File: src/sv/mbrx_pkg.sv
// Shared types and constants of the Modbus RTU frame receiver.
package mbrx_pkg;

    localparam int unsigned BYTE_W   = 8;
    localparam int unsigned CRC_W    = 16;
    localparam int unsigned STATUS_W = 3;

    // Result status codes.
    localparam logic [STATUS_W-1:0] ST_BYTE_TAKEN = 3'd0;
    localparam logic [STATUS_W-1:0] ST_GOOD_FRAME = 3'd1;
    localparam logic [STATUS_W-1:0] ST_CRC_ERROR  = 3'd2;
    localparam logic [STATUS_W-1:0] ST_TICK       = 3'd3;
    localparam logic [STATUS_W-1:0] ST_TIMEOUT    = 3'd4;

    // Modbus CRC-16, reflected form.
    localparam logic [CRC_W-1:0] CRC_POLY = 16'hA001;
    localparam logic [CRC_W-1:0] CRC_INIT = 16'hFFFF;

    // Configuration register indexes.
    typedef logic [0:0] t_cfg_idx;
    localparam t_cfg_idx CFG_FRAME_SIZE = 1'b0;
    localparam t_cfg_idx CFG_TIMEOUT    = 1'b1;

    // Control from the sequencer to the serial CRC unit.
    typedef struct packed {
        logic              start;
        logic              restart;
        logic [BYTE_W-1:0] data;
    } t_crc_ctl;

    // Status from the serial CRC unit.
    typedef struct packed {
        logic done;
        logic zero;
    } t_crc_sts;

endpackage

File: src/sv/mbrx_in_if.sv
// Input channel: received bytes and idle ticks.
interface mbrx_in_if;
    logic       valid;
    logic       ready;
    logic       req_type;
    logic [7:0] rx_byte;

    modport source(output valid, output req_type, output rx_byte, input ready);
    modport sink(input valid, input req_type, input rx_byte, output ready);
endinterface

File: src/sv/mbrx_out_if.sv
// Result channel of the frame receiver.
interface mbrx_out_if;
    logic       valid;
    logic       ready;
    logic [2:0] status;
    logic [7:0] out_byte;
    logic [3:0] byte_index;
    logic       last;
    logic [3:0] rx_len;
    logic [8:0] tick_count;

    modport source(output valid, output status, output out_byte, output byte_index,
                   output last, output rx_len, output tick_count, input ready);
    modport sink(input valid, input status, input out_byte, input byte_index,
                 input last, input rx_len, input tick_count, output ready);
endinterface

File: src/sv/modbus_rtu_frame_receiver_core.sv
// Modbus RTU frame receiver: a byte is stored and checked with a bit-serial CRC-16;
// a good frame is replayed from the buffer one word per byte, and idle ticks time out
// partial frames. Input is taken only in the idle state, so items are handled one at a
// time. A tick goes to the response state, which loads its result register before
// the next word can be taken. A byte passes acceptance, the bit-serial CRC unit (one
// bit a cycle), a register for its completion and the response state that loads the
// result register. The byte that ends a good frame instead goes through a read state
// and a write state per frame byte, set by the registered read of the frame buffer.
// A result word that waits for ready holds the block in its state. Results wait in an
// output register; no buffer clearing is needed.
module modbus_rtu_frame_receiver_core #(
    parameter int unsigned RX_BUF_DEPTH = 16
) (
    input  logic               i_clk,
    input  logic               i_rst_n,
    mbrx_in_if.sink            i_rx,
    mbrx_out_if.source         o_res,
    input  logic               i_cfg_we,
    input  mbrx_pkg::t_cfg_idx i_cfg_idx,
    input  logic [7:0]         i_cfg_data
);
    import mbrx_pkg::*;

    localparam int unsigned AW = (RX_BUF_DEPTH > 1) ? $clog2(RX_BUF_DEPTH) : 1;
    localparam logic [AW-1:0] PTR_LAST = AW'(RX_BUF_DEPTH - 1);

    localparam logic [2:0] S_IDLE    = 3'd0;
    localparam logic [2:0] S_CRC     = 3'd1;
    localparam logic [2:0] S_RESP    = 3'd2;
    localparam logic [2:0] S_EMIT_RD = 3'd3;
    localparam logic [2:0] S_EMIT_WR = 3'd4;

    logic [2:0]          r_state;
    logic [3:0]          r_frame_size;
    logic [7:0]          r_timeout;
    logic [3:0]          r_byte_count;
    logic [8:0]          r_idle;
    logic [3:0]          r_held;
    logic [AW-1:0]       r_wr_ptr;
    logic [AW-1:0]       r_rd_ptr;
    logic [3:0]          r_emit_idx;
    logic [STATUS_W-1:0] r_pend;
    logic                r_out_valid;

    logic [STATUS_W-1:0] r_out_status;
    logic [7:0]          r_out_byte;
    logic [3:0]          r_out_index;
    logic                r_out_last;
    logic [3:0]          r_out_len;
    logic [8:0]          r_out_ticks;

    logic [BYTE_W-1:0]   r_mem [RX_BUF_DEPTH];
    logic [BYTE_W-1:0]   r_mem_q;

    t_crc_ctl crc_ctl;
    t_crc_sts crc_sts;

    logic in_acc;
    logic byte_acc;
    logic tick_acc;
    logic tick_expired;
    logic frame_done;
    logic out_free;
    logic out_load;
    logic emit_last;

    assign i_rx.ready   = (r_state == S_IDLE);
    assign in_acc       = i_rx.valid && i_rx.ready;
    assign byte_acc     = in_acc && !i_rx.req_type;
    assign tick_acc     = in_acc && i_rx.req_type;
    assign tick_expired = (r_idle > {1'b0, r_timeout});
    assign frame_done   = (r_byte_count >= r_frame_size);
    assign out_free     = !r_out_valid || o_res.ready;
    assign out_load     = ((r_state == S_RESP) || (r_state == S_EMIT_WR)) && out_free;
    assign emit_last    = ((r_emit_idx + 4'd1) == r_held);

    assign crc_ctl.start   = byte_acc;
    assign crc_ctl.data    = i_rx.rx_byte;
    assign crc_ctl.restart = (tick_acc && tick_expired)
                          || ((r_state == S_CRC) && crc_sts.done && frame_done);

    mbrx_crc_serial u_crc (
        .i_clk   (i_clk),
        .i_rst_n (i_rst_n),
        .i_ctl   (crc_ctl),
        .o_sts   (crc_sts)
    );

    // Frame buffer with registered read.
    always_ff @(posedge i_clk) begin
        if (byte_acc) begin
            r_mem[r_wr_ptr] <= i_rx.rx_byte;
        end
        r_mem_q <= r_mem[r_rd_ptr];
    end

    always_ff @(posedge i_clk) begin
        if (!i_rst_n) begin
            r_state      <= S_IDLE;
            r_frame_size <= 4'd8;
            r_timeout    <= 8'd10;
            r_byte_count <= 4'd0;
            r_idle       <= 9'd0;
            r_held       <= 4'd0;
            r_wr_ptr     <= '0;
            r_rd_ptr     <= '0;
            r_emit_idx   <= 4'd0;
            r_out_valid  <= 1'b0;
        end else begin
            if (out_load) begin
                r_out_valid <= 1'b1;
            end else if (o_res.ready) begin
                r_out_valid <= 1'b0;
            end
            if (i_cfg_we) begin
                case (i_cfg_idx)
                    CFG_FRAME_SIZE: r_frame_size <= i_cfg_data[3:0];
                    CFG_TIMEOUT:    r_timeout    <= i_cfg_data;
                    default:        ;
                endcase
            end
            case (r_state)
                S_IDLE: begin
                    if (tick_acc) begin
                        if (tick_expired) begin
                            r_byte_count <= 4'd0;
                            r_wr_ptr     <= '0;
                            r_held       <= 4'd0;
                            r_pend       <= ST_TIMEOUT;
                        end else begin
                            r_idle <= r_idle + 9'd1;
                            r_pend <= ST_TICK;
                        end
                        r_state <= S_RESP;
                    end else if (byte_acc) begin
                        r_idle       <= 9'd0;
                        r_held       <= 4'd0;
                        r_byte_count <= r_byte_count + 4'd1;
                        r_wr_ptr     <= (r_wr_ptr == PTR_LAST) ? '0 : r_wr_ptr + AW'(1);
                        r_state      <= S_CRC;
                    end
                end
                S_CRC: begin
                    if (crc_sts.done) begin
                        if (frame_done) begin
                            r_byte_count <= 4'd0;
                            r_wr_ptr     <= '0;
                            if (crc_sts.zero) begin
                                r_held     <= r_byte_count;
                                r_rd_ptr   <= '0;
                                r_emit_idx <= 4'd0;
                                r_state    <= S_EMIT_RD;
                            end else begin
                                r_pend  <= ST_CRC_ERROR;
                                r_state <= S_RESP;
                            end
                        end else begin
                            r_pend  <= ST_BYTE_TAKEN;
                            r_state <= S_RESP;
                        end
                    end
                end
                S_RESP: begin
                    if (out_free) begin
                        r_state <= S_IDLE;
                    end
                end
                S_EMIT_RD: begin
                    r_state <= S_EMIT_WR;
                end
                S_EMIT_WR: begin
                    if (out_free) begin
                        if (emit_last) begin
                            r_state <= S_IDLE;
                        end else begin
                            r_emit_idx <= r_emit_idx + 4'd1;
                            r_rd_ptr   <= (r_rd_ptr == PTR_LAST) ? '0 : r_rd_ptr + AW'(1);
                            r_state    <= S_EMIT_RD;
                        end
                    end
                end
                default: begin
                    r_state <= S_IDLE;
                end
            endcase
        end
    end

    // Result word register.
    always_ff @(posedge i_clk) begin
        if ((r_state == S_RESP) && out_free) begin
            r_out_status <= r_pend;
            r_out_byte   <= 8'd0;
            r_out_index  <= 4'd0;
            r_out_last   <= 1'b1;
            r_out_len    <= r_held;
            r_out_ticks  <= r_idle;
        end else if ((r_state == S_EMIT_WR) && out_free) begin
            r_out_status <= ST_GOOD_FRAME;
            r_out_byte   <= r_mem_q;
            r_out_index  <= r_emit_idx;
            r_out_last   <= emit_last;
            r_out_len    <= r_held;
            r_out_ticks  <= r_idle;
        end
    end

    assign o_res.valid      = r_out_valid;
    assign o_res.status     = r_out_status;
    assign o_res.out_byte   = r_out_byte;
    assign o_res.byte_index = r_out_index;
    assign o_res.last       = r_out_last;
    assign o_res.rx_len     = r_out_len;
    assign o_res.tick_count = r_out_ticks;

    // A held frame length only survives while no partial frame is being collected.
    a_held_clear: assert property (@(posedge i_clk) disable iff (!i_rst_n)
        (r_byte_count != 4'd0) |-> (r_held == 4'd0))
        else $error("held length nonzero during a partial frame");

    a_good_index: assert property (@(posedge i_clk) disable iff (!i_rst_n)
        (o_res.valid && (o_res.status == ST_GOOD_FRAME)) |-> (o_res.byte_index < o_res.rx_len))
        else $error("good frame word index beyond frame length");

    a_good_last: assert property (@(posedge i_clk) disable iff (!i_rst_n)
        (o_res.valid && (o_res.status == ST_GOOD_FRAME) && o_res.last)
        |-> ((o_res.byte_index + 4'd1) == o_res.rx_len))
        else $error("last flag on a word that does not end the frame");

    a_crc_done_state: assert property (@(posedge i_clk) disable iff (!i_rst_n)
        crc_sts.done |-> (r_state == S_CRC))
        else $error("CRC completion outside the CRC state");

    a_idle_bound: assert property (@(posedge i_clk) disable iff (!i_rst_n)
        (r_idle <= 9'd256))
        else $error("idle tick count overflow");

endmodule

File: src/sv/mbrx_crc_serial.sv
// Bit-serial Modbus CRC-16 unit that folds in one byte a bit at a time.
module mbrx_crc_serial (
    input  logic              i_clk,
    input  logic              i_rst_n,
    input  mbrx_pkg::t_crc_ctl i_ctl,
    output mbrx_pkg::t_crc_sts o_sts
);
    import mbrx_pkg::*;

    logic [CRC_W-1:0] r_crc;
    logic [2:0]       r_bit_cnt;
    logic             r_busy;
    logic             r_done;

    always_ff @(posedge i_clk) begin
        if (!i_rst_n) begin
            r_crc     <= CRC_INIT;
            r_bit_cnt <= 3'd0;
            r_busy    <= 1'b0;
            r_done    <= 1'b0;
        end else begin
            r_done <= !i_ctl.start && r_busy && (r_bit_cnt == 3'd7);
            if (i_ctl.start) begin
                r_crc     <= r_crc ^ {{(CRC_W-BYTE_W){1'b0}}, i_ctl.data};
                r_bit_cnt <= 3'd0;
                r_busy    <= 1'b1;
            end else if (r_busy) begin
                if (r_crc[0]) begin
                    r_crc <= (r_crc >> 1) ^ CRC_POLY;
                end else begin
                    r_crc <= r_crc >> 1;
                end
                r_bit_cnt <= r_bit_cnt + 3'd1;
                if (r_bit_cnt == 3'd7) begin
                    r_busy <= 1'b0;
                end
            end else if (i_ctl.restart) begin
                r_crc <= CRC_INIT;
            end
        end
    end

    assign o_sts.done = r_done;
    assign o_sts.zero = (r_crc == '0);

endmodule
File: src/flat_wrapper.sv
// flat-port wrapper written by rule: the top's interface ports become plain ports
module modbus_rtu_frame_receiver_core_flat import mbrx_pkg::*;
#(
    parameter int unsigned RX_BUF_DEPTH = 16
)
  (i_clk, i_rst_n, i_cfg_we, i_cfg_idx, i_cfg_data, i_rx_valid, i_rx_req_type, i_rx_rx_byte, i_rx_ready, o_res_valid, o_res_status, o_res_out_byte, o_res_byte_index, o_res_last, o_res_rx_len, o_res_tick_count, o_res_ready);
  mbrx_in_if i_rx_i ();
  mbrx_out_if o_res_i ();
  input  logic i_clk;
  input  logic i_rst_n;
  input  logic i_cfg_we;
  input  mbrx_pkg::t_cfg_idx i_cfg_idx;
  input  logic [7:0] i_cfg_data;
  input wire logic [$bits(i_rx_i.valid)-1:0] i_rx_valid;
  input wire logic [$bits(i_rx_i.req_type)-1:0] i_rx_req_type;
  input wire logic [$bits(i_rx_i.rx_byte)-1:0] i_rx_rx_byte;
  output wire logic [$bits(i_rx_i.ready)-1:0] i_rx_ready;
  output wire logic [$bits(o_res_i.valid)-1:0] o_res_valid;
  output wire logic [$bits(o_res_i.status)-1:0] o_res_status;
  output wire logic [$bits(o_res_i.out_byte)-1:0] o_res_out_byte;
  output wire logic [$bits(o_res_i.byte_index)-1:0] o_res_byte_index;
  output wire logic [$bits(o_res_i.last)-1:0] o_res_last;
  output wire logic [$bits(o_res_i.rx_len)-1:0] o_res_rx_len;
  output wire logic [$bits(o_res_i.tick_count)-1:0] o_res_tick_count;
  input wire logic [$bits(o_res_i.ready)-1:0] o_res_ready;
  assign i_rx_i.valid = i_rx_valid;
  assign i_rx_i.req_type = i_rx_req_type;
  assign i_rx_i.rx_byte = i_rx_rx_byte;
  assign i_rx_ready = i_rx_i.ready;
  assign o_res_valid = o_res_i.valid;
  assign o_res_status = o_res_i.status;
  assign o_res_out_byte = o_res_i.out_byte;
  assign o_res_byte_index = o_res_i.byte_index;
  assign o_res_last = o_res_i.last;
  assign o_res_rx_len = o_res_i.rx_len;
  assign o_res_tick_count = o_res_i.tick_count;
  assign o_res_i.ready = o_res_ready;
  modbus_rtu_frame_receiver_core #(.RX_BUF_DEPTH(RX_BUF_DEPTH)) u_core (.i_clk(i_clk), .i_rst_n(i_rst_n), .i_rx(i_rx_i), .o_res(o_res_i), .i_cfg_we(i_cfg_we), .i_cfg_idx(i_cfg_idx), .i_cfg_data(i_cfg_data));
endmodule
File: config.mk
export PLATFORM = sky130hd
export DESIGN_NAME = modbus_rtu_frame_receiver_core_flat
export DESIGN_NICKNAME = d
export VERILOG_FILES = /design/src/sv/mbrx_pkg.sv /design/src/sv/mbrx_in_if.sv /design/src/sv/mbrx_out_if.sv /design/src/sv/modbus_rtu_frame_receiver_core.sv /design/src/sv/mbrx_crc_serial.sv /design/src/flat_wrapper.sv
export SDC_FILE = /design/constraint.sdc
export NUM_CORES = 1
export LEC_CHECK = 0
export BUFFER_PORTS_ARGS = -buffer_cell sky130_fd_sc_hd__buf_2
export CAP_MARGIN = 20
export CORE_MARGIN = 8
export CORE_UTILIZATION = 43
export DETAILED_ROUTE_END_ITERATION = 8
export PLACE_DENSITY = 0.68
export SLEW_MARGIN = 5
export SYNTH_ARGS = -nofsm -noshare
export SYNTH_HDL_FRONTEND = slang
export SYNTH_HIERARCHICAL = 1
export SYNTH_SLANG_ARGS = --single-unit
File: constraint.sdc
create_clock -name i_clk -period 3.5 [get_ports i_clk]
set_input_delay 1.05 -clock i_clk [delete_from_list [all_inputs] [get_ports i_clk]]
set_output_delay 1.05 -clock i_clk [all_outputs]
set_load 0.005 [all_outputs]
# After elaboration in Yosys (flattened, before gate mapping)
# Memories as Yosys holds them, arrays and structs flattened. A register that Yosys moved wholly into a read port is not among the register bits.
# Index checks and enable logic that the tools add are counted.
# op_classes
addsub,6
order_cmp,2
eq_ne,19
mux,61
bitwise,4
n_reduce_logical,34
# op_table
operator,n
4-bit 2-to-1 mux,23
16-bit 2-to-1 mux,4
9-bit 2-to-1 mux,5
4-bit case mux with 2 select lines,5
3-bit 2-to-1 mux,12
4-bit by 1-bit adder with 4-bit output (second input constant),4
16-bit logical NOT,1
16-bit by 8-bit bitwise XOR with 16-bit output,1
3-bit case mux with 5 select lines,1
6-bit AND reduction,2
1-bit logical AND,11
5-bit AND reduction,2
2-bit nonzero test,5
9-bit by 1-bit adder with 9-bit output (second input constant),1
9-bit by 8-bit > comparator with 1-bit output,1
1-bit 2-to-1 mux,9
3-bit != test (second input constant),3
4-bit equality test (second input constant),2
2-bit by 1-bit != test with 1-bit output (second input constant),4
2-bit != test (second input constant),4
3-bit by 2-bit equality test with 1-bit output (second input constant),2
3-bit equality test (second input constant),2
3-bit case mux with 2 select lines,1
4-bit equality test,1
14 further kinds,20
# totals
register_bits,98
mem_bits_rw,128
input_bits,23
output_inout_bits,31
elab_cells,148
n_memories,1
# memory_table
name,words,width,read_ports,rd_clocked_by_memory_dff,wr,line_no,rtl
u_core.r_mem,16,8,1,1,1,modbus_rtu_frame_receiver_core.sv:52,logic [BYTE_W-1:0] r_mem [RX_BUF_DEPTH];

# Logic depth before layout (Yosys ltp)
# logic_depth
ltp_word,8
depth_mapped,11
depth_no_buf,10

# Hierarchy
# Netlist, hierarchy kept.
# by_module_without_submodules
module,n_inst,cells_each,area_per_inst_um2,seq_area_each_um2
modbus_rtu_frame_receiver_core,1,584,8809.7,5735.5
mbrx_crc_serial,1,113,1038.5,420.4

# Least setup slack after synthesis
# Ideal clock, no wire load.
# synth_path
path_type,input -> register
start,in i_rx_valid
end,mem u_core.r_mem[3][0] (enable)
t_arrival_ns,2.432
slack_ns,0.684
stages,5
n_path_buf,0
cell_sequence,nor4b_4 > nand2b_1 > clkinv_1 > nand2_1 > nor3_1
# synth_via
elab_chain_cells,4
# synth_rtl
element,line_no,rtl
from (decl),flat_wrapper.sv:14,input wire logic [$bits(i_rx_i.valid)-1:0] i_rx_valid;
1-bit logical AND,modbus_rtu_frame_receiver_core.sv:68,assign in_acc = i_rx.valid && i_rx.ready;
1-bit logical AND,modbus_rtu_frame_receiver_core.sv:69,assign byte_acc = in_acc && !i_rx.req_type;
named net u_core.byte_acc,modbus_rtu_frame_receiver_core.sv:59,logic byte_acc;
1-bit 2-to-1 mux,modbus_rtu_frame_receiver_core.sv:91,if (byte_acc) begin
1-bit 2-to-1 mux (implied by the code),modbus_rtu_frame_receiver_core.sv:92,r_mem[r_wr_ptr] <= i_rx.rx_byte;
to (decl),modbus_rtu_frame_receiver_core.sv:52,
# The timed path passes the listed nets, and every way through them passes these cells.

==> flow_summary.ini <==
[global_routing]
globalRouteOverflowTotal = 0
grt_pass1_vias = 5878
gr-usage-all-layers = 0.1426
antenna_found_initial = 1
grt_pass1_wl_mm = 32.44
grt_max_degree = 43

[critical_path]
crit_family = simple AND/OR/NAND/NOR gates
arrival_ns = 3.11
cp-end-kind = flip-flop
path_cells = inv_1, ha_1, nand4b_1, a211oi_1, nor2_1, nor2_1, a32o_1, nor2b_2, a21oi_1, o2111ai_1
cp_max_fo = 8
crit_buf_inv = 1
slowest_stage = a211oi_1
critPathLaunchType = flip-flop
crit_top_cell = nor2_1
worst_path_largest_cell_delay_ns = 0.39
path_class = flip-flop to flip-flop
critPathRequiredTime_ns = 3.93

[power_and_ir_drop]
ir_drop_v = 0.0003162
cellLeakagePower_nw = 3.896
powerDensity_nw_per_um2 = 542.6

[clocking]
htree_levels = 1
cts_tree = yes
ctsRootBufferMaster = clkbuf_16
path_clk_slew_ns = 0.06
cts_resized = 0
numCtsBuffers = 24
cts_hold_buf = 0
cts_buffer_depth = 3
clock-sinks = 234
clock_latency_ns = 0.52
post-cts-setup-buffer-count = 0

[layout]
nets = 806
syn_to_final_growth_pct = 14.10
drive_above_1_share = 0.2314
diodes = 0

[floorplan]
fp.dieW_um = 167.3
start_util = 0.4363
num_rows = 55
die-area_um2 = 28000
ios = 54
die_h_um = 167.3
core_area_um2 = 22570

[yosys]
ys_types = 74
ys.flop_type = edfxtp_1
synth-seq-cells = 234
yosysWarnings = 6
synth_area_per_cell_um2 = 14.13
synth_area_leader_cell = edfxtp_1
ys_seq_area_frac = 0.6251
synth-edff-count = 147
syn_area_um2 = 9848
syn_inst = 697
synth_top_area_share = 0.4482
netlist_top_cells_area = edfxtp_1 45%, dfxtp_1 18%, mux4_2 9.1%, ha_1 2.9%, nand2_1 1.9%
synth_nets = 743
async_reset_ff_frac = 0

[timing]
rsz0062_at_grt = no
hold_viol = 0
tightest_slew_ns = 0.6834
finalCritPeriodShare = 0.7678
clock_skew_ns = 0.01611
finalSetupTns_ns = 0
finalSetupViolations = 0
finalMaxSlewViolations = 0
layout_min_cycle_time_ns = 2.687
max_slew_margin = 0.5438
fin_hold_ws_ns = 0.4466
max_freq_ghz = 0.3721

[routing]
vias = 5878
drtAntennaViolNets = 0
drt_pass1_iterations = 5
wirelength_mm = 19.96
drc = 0
drt_iter0_markers = 440
via_per_inst = 5.530
wl_per_cell_um = 18.77

[run]
cap_violations = 0

[min_path]
hp-class = flip-flop to flip-flop

[placement]
portBuffers = 53
routabilityCongestion = 0.7784
dp_hpwl_mm = 13.21

[outcome]
outcome = completed
cells by family after synthesis:
family / share of synthesized area
adders and majority gates: 0.02922
DFF: 0.6251
and+or+nand+nor: 0.1024
muxes: 0.1037
buffers and inverters: 0.03443
xor gates and xnor gates: 0.008639
AOI/OAI and AO/OA: 0.09656
area by class of cell:
cell class | count | area [um2]
Clock inverter | 16 | 196.4
Multi-Input combinational cell | 398 | 3353
Clock buffer | 28 | 625.6
Tap cell | 285 | 356.6
Fill cell | 1889 | 11330
Sequential cell | 234 | 6157
Timing Repair Buffer | 76 | 450.4
Inverter | 26 | 97.59
cell usage after synthesis, types with 5 or more instances:
library cell	count
ha_1	23
and2_1	6
o2111ai_1	11
clkbuf_1	16
nor2_1	33
nor3_1	13
nor2b_1	12
o31ai_1	7
buf_6	10
o22ai_1	8
nand2_1	50
buf_2	7
a22o_1	12
o211ai_1	9
xnor2_1	5
or3_1	6
nand2b_1	10
nand3_1	17
mux4_2	40
a32o_1	5
o21ai_0	23
dfxtp_1	87
a21oi_1	27
mux2i_1	12
edfxtp_1	147
nand3b_1	10
inv_1	25
flip-flops by register name, indices dropped and copies added (netlist names), 3 cells and up:
name	count
u_core/o_res.rx_len	4
u_core/u_crc/r_bit_cnt	3
u_core/u_crc/r_crc	16
u_core/r_mem_q	8
u_core/r_byte_count	4
u_core/r_emit_idx	4
u_core/o_res.tick_count	9
u_core/r_state	3
u_core/r_idle	9
u_core/r_wr_ptr	4
u_core/o_res.status	3
u_core/r_mem	128
u_core/r_pend	3
u_core/r_timeout	8
u_core/r_held	4
u_core/o_res.out_byte	8
u_core/r_rd_ptr	4
u_core/r_frame_size	4
u_core/o_res.byte_index	4
metrics by stage:
step	std cells	setup WS, ns	util	cell area (um2)	power (W)
floorplan	697	0.6842	-	9848	0.003405
global placement	1019	0.6928	0.4614	10420	0.003530
detailed placement	1019	0.5479	0.4614	10420	0.003538
CTS	1063	0.7926	0.4978	11240	0.006162
global route	1063	0.4890	0.4978	11240	0.006319
finish	1063	0.8127	0.4978	11240	0.006098
power by group:
| part | switching [W] | internal [W] |
|---|---|---|
| logic | 0.000236 | 0.000167 |
| clock network | 0.00104 | 0.00158 |
| registers | 0.0000661 | 0.00301 |
| total | 0.00134 | 0.00476 |
worst reg2reg max path, delay by kind of cell, from the launching register on:
kind,cells,cell delay (ns)
and+or+nand+nor,4,0.96
AOI/OAI and AO/OA,4,0.96
DFF,1,0.34
adders and majority gates,1,0.29
buffers and inverters,1,0.05
routing by layer:
layer  GRT usage  part of all wire  vias to the layer above  routed length (um)
met1      0.1980              0.47                     2879                9292
met2      0.2260              0.46                      159                9174
li1            -                 -                     2820                   -
met5           0                 0                        -                   0
met4     0.03649             0.015                        0                 293
met3     0.02822             0.060                       20                1196
layout by cell type (no fill, tap or decap), drive strengths merged, types with 3 or more instances in the layout:
cell type,count
o221a,3
and3,3
mux2i,12
bufinv,4
buf,76
nand3b,11
o211ai,9
o21ai,25
nand2b,10
a32o,5
a21oi,29
edfxtp,147
dfxtp,87
nor2,33
nor4,4
ha,23
o31ai,7
a31oi,4
xnor2,5
nor3,15
and2,6
mux4,40
nand3,17
o22ai,8
nand2,50
o21a,3
o2111ai,11
nor2b,13
or3,6
a22o,12
inv,26
clkbuf,28
clkinv,11
final timing paths:
check                                                 startpoint  depth (start not counted)                               endpoint  slack (ns)
worst max register to register  u_core/r_timeout[7]$_SDFFE_PN0P_                         10     u_core/u_crc/r_crc[4]$_SDFFE_PN1P_        0.81
worst min register to register         u_core/r_mem_q[2]$_DFF_P_                          1  u_core/o_res.out_byte[2]$_SDFFE_PP0P_        0.45
worst min-delay path                   u_core/r_mem_q[2]$_DFF_P_                          1  u_core/o_res.out_byte[2]$_SDFFE_PP0P_        0.45
worst max-delay path            u_core/r_timeout[7]$_SDFFE_PN0P_                         10     u_core/u_crc/r_crc[4]$_SDFFE_PN1P_        0.81
Power figures use the tool's default switching activity.
